[config.mk]
export PLATFORM = sky130hd
export DESIGN_NAME = dc_removed_envelope_peak_detector
export DESIGN_NICKNAME = d
export VERILOG_FILES = /design/src/drepd_pkg.sv /design/src/dc_removed_envelope_peak_detector.sv
export SDC_FILE = /design/constraint.sdc
export NUM_CORES = 1
export LEC_CHECK = 0
export ABC_AREA = 1
export BUFFER_PORTS_ARGS = -buffer_cell sky130_fd_sc_hd__buf_4
export CORE_MARGIN = 5
export CORE_UTILIZATION = 25
export DETAILED_ROUTE_END_ITERATION = 7
export PLACE_DENSITY = 0.36
export RECOVER_POWER = 25
export SLEW_MARGIN = 0
export SYNTH_ARGS = -nofsm -noshare
export SYNTH_HDL_FRONTEND = slang
export SYNTH_SLANG_ARGS = --single-unit
[constraint.sdc]
create_clock -name clk -period 14.2 [get_ports clk]
set_clock_uncertainty 0.2 [all_clocks]
set_input_delay 0 -clock clk [delete_from_list [all_inputs] [get_ports clk]]
set_output_delay 0 -clock clk [all_outputs]
set_load 0.1 [all_outputs]
[src/drepd_pkg.sv]
// Shared types, constants and tracker arithmetic for the DC-removed envelope peak detector.
package drepd_pkg;

    typedef logic [1:0]  cfg_index_t;
    typedef logic [15:0] q8_t;

    localparam cfg_index_t CFG_DC_SHIFT   = 2'd0;
    localparam cfg_index_t CFG_ENV_SHIFT  = 2'd1;
    localparam cfg_index_t CFG_PEAK_SCALE = 2'd2;

    localparam logic [3:0]  DC_SHIFT_RESET   = 4'd12;
    localparam logic [3:0]  ENV_SHIFT_RESET  = 4'd8;
    localparam logic [15:0] PEAK_SCALE_RESET = 16'd402;
    localparam q8_t         DC_RESET         = 16'd32768;
    localparam q8_t         ENV_RESET        = 16'd0;
    localparam q8_t         Q8_MAX           = 16'd65280;
    localparam logic [32:0] PEAK_ROUND       = 33'd32768;
    localparam int          PEAK_SHIFT       = 16;
    localparam logic [7:0]  PEAK_MAX         = 8'd255;

    // cur + ((target - cur) >>> sh); the arithmetic shift rounds downward steps
    // to the ceiling of their magnitude.
    function automatic q8_t track(input q8_t cur, input q8_t target, input logic [3:0] sh);
        logic signed [16:0] diff;
        logic signed [16:0] step;
        logic        [16:0] sum;
        begin
            diff = $signed({1'b0, target}) - $signed({1'b0, cur});
            step = diff >>> sh;
            sum  = {1'b0, cur} + $unsigned(step);
            return sum[15:0];
        end
    endfunction

endpackage

[src/dc_removed_envelope_peak_detector.sv]
// Top level: DC tracker, rectified envelope tracker and peak scaling, three-stage pipeline.
//
// One 8-bit sample beat is taken every cycle while in_ready is high. It passes an
// input register, a stage that updates the DC and envelope trackers (the only
// loop), and an output register that holds the scaled, saturated peak beside
// both levels. Each stage advances when the one after it is empty or moving, so
// a waiting result does not stop new samples until all three stages are full.
// Configuration writes take effect at once and are to be made by the user while
// the pipeline is empty; the block itself does not enforce this.
module dc_removed_envelope_peak_detector
(
    input  logic                  clk,
    input  logic                  rst_n,
    input  logic                  cfg_we,
    input  drepd_pkg::cfg_index_t cfg_index,
    input  logic [15:0]           cfg_wdata,
    input  logic                  in_valid,
    output logic                  in_ready,
    input  logic [7:0]            sample,
    output logic                  out_valid,
    input  logic                  out_ready,
    output logic [7:0]            peak_amplitude,
    output logic [15:0]           envelope_level,
    output logic [15:0]           dc_level
);

    import drepd_pkg::*;

    logic [3:0]  dc_shift_reg;
    logic [3:0]  env_shift_reg;
    logic [15:0] peak_scale_reg;

    logic        s1_valid_reg;
    logic [7:0]  s1_sample_reg;
    logic        s2_valid_reg;
    q8_t         s2_dc_reg;
    q8_t         s2_env_reg;
    logic        s3_valid_reg;
    logic [7:0]  s3_peak_reg;
    q8_t         s3_dc_reg;
    q8_t         s3_env_reg;

    q8_t         dc_state_reg;
    q8_t         env_state_reg;
    q8_t         dc_next;
    q8_t         env_next;
    q8_t         scaled;
    q8_t         mag;

    logic        adv1;
    logic        adv2;
    logic        adv3;
    logic        load2;
    logic        load3;

    logic [32:0] product;
    logic [16:0] peak_wide;
    logic [7:0]  peak_next;

    assign adv3     = !s3_valid_reg || out_ready;
    assign load3    = s2_valid_reg && adv3;
    assign adv2     = !s2_valid_reg || adv3;
    assign load2    = s1_valid_reg && adv2;
    assign adv1     = !s1_valid_reg || adv2;
    assign in_ready = adv1;

    always_comb
    begin
        scaled   = {s1_sample_reg, 8'd0};
        dc_next  = track(dc_state_reg, scaled, dc_shift_reg);
        mag      = (scaled >= dc_next) ? (scaled - dc_next) : (dc_next - scaled);
        env_next = track(env_state_reg, mag, env_shift_reg);
    end

    always_comb
    begin
        product   = {1'b0, 32'(s2_env_reg) * 32'(peak_scale_reg)} + PEAK_ROUND;
        peak_wide = product[32:PEAK_SHIFT];
        peak_next = (peak_wide > 17'(PEAK_MAX)) ? PEAK_MAX : peak_wide[7:0];
    end

    always_ff @(posedge clk or negedge rst_n)
    begin
        if (!rst_n)
        begin
            dc_shift_reg   <= DC_SHIFT_RESET;
            env_shift_reg  <= ENV_SHIFT_RESET;
            peak_scale_reg <= PEAK_SCALE_RESET;
        end
        else if (cfg_we)
        begin
            unique case (cfg_index)
                CFG_DC_SHIFT:   dc_shift_reg   <= cfg_wdata[3:0];
                CFG_ENV_SHIFT:  env_shift_reg  <= cfg_wdata[3:0];
                CFG_PEAK_SCALE: peak_scale_reg <= cfg_wdata;
                default:        ;
            endcase
        end
    end

    always_ff @(posedge clk or negedge rst_n)
    begin
        if (!rst_n)
        begin
            s1_valid_reg  <= 1'b0;
            s2_valid_reg  <= 1'b0;
            s3_valid_reg  <= 1'b0;
            dc_state_reg  <= DC_RESET;
            env_state_reg <= ENV_RESET;
        end
        else
        begin
            if (adv1)
                s1_valid_reg <= in_valid;
            if (adv2)
                s2_valid_reg <= s1_valid_reg;
            if (adv3)
                s3_valid_reg <= s2_valid_reg;
            if (load2)
            begin
                dc_state_reg  <= dc_next;
                env_state_reg <= env_next;
            end
        end
    end

    always_ff @(posedge clk)
    begin
        if (adv1 && in_valid)
            s1_sample_reg <= sample;
        if (load2)
        begin
            s2_dc_reg  <= dc_next;
            s2_env_reg <= env_next;
        end
        if (load3)
        begin
            s3_peak_reg <= peak_next;
            s3_dc_reg   <= s2_dc_reg;
            s3_env_reg  <= s2_env_reg;
        end
    end

    assign out_valid      = s3_valid_reg;
    assign peak_amplitude = s3_peak_reg;
    assign envelope_level = s3_env_reg;
    assign dc_level       = s3_dc_reg;

    // trackers never leave the Q8 range of the scaled sample
    assert property (@(posedge clk) disable iff (!rst_n) dc_state_reg <= Q8_MAX)
        else $error("dc estimate out of range");

    assert property (@(posedge clk) disable iff (!rst_n) env_state_reg <= Q8_MAX)
        else $error("envelope estimate out of range");

    // full pipeline with a stalled result must refuse input
    assert property (@(posedge clk) disable iff (!rst_n)
        (s1_valid_reg && s2_valid_reg && s3_valid_reg && !out_ready) |-> !in_ready)
        else $error("input taken with full pipeline");

    // a stage-2 beat moved on lands in the output register
    assert property (@(posedge clk) disable iff (!rst_n) load3 |=> out_valid)
        else $error("beat lost between stage 2 and output");

    // trackers update only when a beat leaves the input register
    assert property (@(posedge clk) disable iff (!rst_n)
        !load2 |=> ($stable(dc_state_reg) && $stable(env_state_reg)))
        else $error("tracker state changed without a beat");

endmodule

==> flow_summary_export.csv <==
group,metric,value,unit
cts,clkSinkCount,139,
detailed_routing,dr.pass1.iters,4,
placed_design,place_hpwl,47300,um
worst_setup_path,required,14.33,ns
synthesis,avgSynthCellArea,7.69,um2
synthesis,ys_types,59,
detailed_routing,routed-via-count,15300,
synthesis,seq_area_frac_synth,0.208,
layout,fill_cells,8126,
synthesis,synthTopCellsByCount,"nand2_1, inv_1, fa_1",
synthesis,ys_async_sr_fraction,0.424,
timing,fin_tns_setup,0,ns
min_path,hold_class,"in -> reg",
global_route,grtUsageTotal,0.146,
timing,hold_viol,0,
detailed_routing,ant_nets,0,
detailed_routing,finalWirelength,58800,um
timing,fin_crit,10.52,ns
worst_setup_path,startpoint_type,"register",
timing,relSlewSlack,-0.905,
cts,cts_buffers,17,
global_route,grt_max_degree,47,
timing,rsz0062_at_grt,"false",
floorplan,dieArea,80300,um2
cts,cts_tree,"yes",
timing,setup_viol,0,
synthesis,synth-xor-area-share,0.0319,
timing,fmax,95.0,MHz
synthesis,syn-num-nets,2845,
synthesis,post-synth-top-count-cell,"nand2_1",
cts,cts_buffer_depth,2,
cts,htreeDepth,4,
cts,clkLatencyLatePin,0.48,ns
synthesis,syn_area,18700,um2
cts,cts-root-buf,"clkbuf_16",
detailed_routing,wire_per_inst,17.1,um
timing,tightest_slew,2.86,ns
run_status,violations,"max-capacitance violations, max-slew violations",
layout,diodes,0,
layout,drive_gt1_frac,0.0596,
synthesis,synth-main-ff-cell,"edfxtp_1",
floorplan,initial_utilization,0.252,
synthesis,yosys_warnings,0,
worst_setup_path,slowest_stage,"fa_1",
global_route,grt_pass1_wl,91800,um
layout,multi_input_area,12500,um2
global_route,grt_overflow_total,0,
layout,regArea,3890,um2
synthesis,synth_top_area_frac,0.212,
worst_setup_path,cp_data_arrival_time,10.65,ns
layout,nNetsFinal,2887,
cts,path_clk_slew,0.08,ns
placed_design,placed_cells,3383,
detailed_routing,drc_errors,0,
synthesis,synthMuxAreaShare,0.00884,
synthesis,yosys.area_share.simple,0.196,
placed_design,place.gp.congestion,0.841,
floorplan,die_w,283,um
layout,fin_cells,3451,
placed_design,numPortBuffers,72,
floorplan,io-pin-count,73,
worst_setup_path,endpoint_kind,"register",
floorplan,rows,100,
floorplan,die_h,283,um
detailed_routing,drt_iter0_drc,664,
synthesis,netlist_top_cells_area,"fa_1, nand2_1, edfxtp_1",
run,cap_violations,1,
worst_setup_path,path_max_fanout,19,
synthesis,synth_top_family_by_area,"adder cells",
timing,period_share,0.741,
global_route,grt_pass1_vias,16000,
layout,utilization,0.283,
synthesis,synth-adder-area-share,0.339,
global_route,grt_antenna_before_repair,1,
detailed_routing,vias_per_cell,4.44,
worst_setup_path,critPathKind,"reg -> reg",
run_status,status,"complete, but fails checks",
synthesis,yosysTopAreaCell,"fa_1",
synthesis,netlist_instances,2427,
floorplan,core,74200,um2
timing,slew_viol_final,46,
synthesis,synth_compound_area_frac,0.0907,
worst_setup_path,slowest_delay,0.43,ns
synthesis,ys_ff_latch,139,
layout,area_growth,12.4,%
worst_setup_path,cp_common_cell,"nand2_1",
synthesis,synth_edf_count,80,
==> final timing paths <==
check / startpoint / end / slack [ns] / cells after the start
setup / recovery: dc_state_reg[1] / env_state_reg[12] / 3.68 / 63
hold reg to reg: s2_dc_reg[2] / dc_level[2] / 0.23 / 0
max in group asynchronous: rst_n / dc_state_reg[8] / 11.12 / 3
setup reg to reg: dc_state_reg[1] / env_state_reg[12] / 3.68 / 63
hold / removal: sample[7] / s1_sample_reg[7] / 0.06 / 2
min in group asynchronous: rst_n / dc_state_reg[13] / 0.69 / 3
==> cell families (layout without fill, tap and decap cells) <==
kind of cell	after synthesis	in the layout
adder cells (fa/ha/maj)	387	387
flip-flops	139	139
XOR/XNOR	65	65
multiplexers	15	15
buffers and inverters	617	672
AND/OR/NAND/NOR	895	895
AO/OA/AOI/OAI	309	309
==> worst max-delay path: cells and delay by family, from the launching register on <==
family | cells | cell delay (ns)
AO/OA/AOI/OAI | 18 | 3.34
XOR/XNOR | 3 | 0.54
adder cells (fa/ha/maj) | 7 | 2.24
buffers and inverters | 7 | 0.64
flip-flops | 1 | 0.40
AND/OR/NAND/NOR | 28 | 3.02
==> metrics by stage <==
| stage | hold slack, ns | worst slack, ns | cell area, um2 |
|---|---|---|---|
| 6_report | 0.0562 | 3.68 | 21000 |
| 5_1_grt | 0.0285 | 2.30 | 21000 |
| 2_1_floorplan | -0.496 | 5.23 | 18700 |
| 3_5_place_dp | -0.293 | 3.69 | 20100 |
| 4_1_cts | 0.00323 | 3.65 | 21000 |
| 3_3_place_gp | -0.295 | 3.89 | 20100 |
==> layer usage <==
layer | track usage | share of wire | vias to the layer above | wire, um
li1 | - | - | 7601 | -
met1 | 0.185 | 0.45 | 7403 | 26300
met3 | 0.0211 | 0.029 | 60 | 1700
met2 | 0.262 | 0.50 | 246 | 29600
met5 | 0 | 0 | - | 0
met4 | 0.0373 | 0.021 | 0 | 1230
==> placed cells by master, fill, tap and decap left out, drive strengths merged, types with 9 or more instances in the layout <==
| master | instances |
|---|---|
| nand2 | 664 |
| inv | 534 |
| fa | 198 |
| ha | 189 |
| o21ai | 136 |
| a21oi | 116 |
| nand3 | 115 |
| edfxtp | 80 |
| nor2 | 70 |
| buf | 58 |
| dfrtp | 51 |
| xor2 | 44 |
| clkbuf | 37 |
| dlygate4sd3 | 36 |
| xnor2 | 21 |
| nor3 | 21 |
| mux2 | 12 |
| nand4 | 12 |
| a31oi | 10 |
| o211ai | 9 |
==> layout make-up <==
cell class / count / area share
tap: 969 / 0.0578
inverter: 526 / 0.0941
multi-input combinational: 1671 / 0.594
clock inverter: 15 / 0.00602
sequential: 139 / 0.185
clock buffer: 17 / 0.0203
timing repair buffer: 114 / 0.0426
==> timing repair <==
action                                 4_1_cts  5_1_grt
setup buffers                                0        0
endpoints found under the hold margin       96        0
hold buffers                                36        0
resized for setup                            0        0
Power is not shown: default switching activity piles up to over one toggle a cycle in this logic, so the estimate is an artifact.
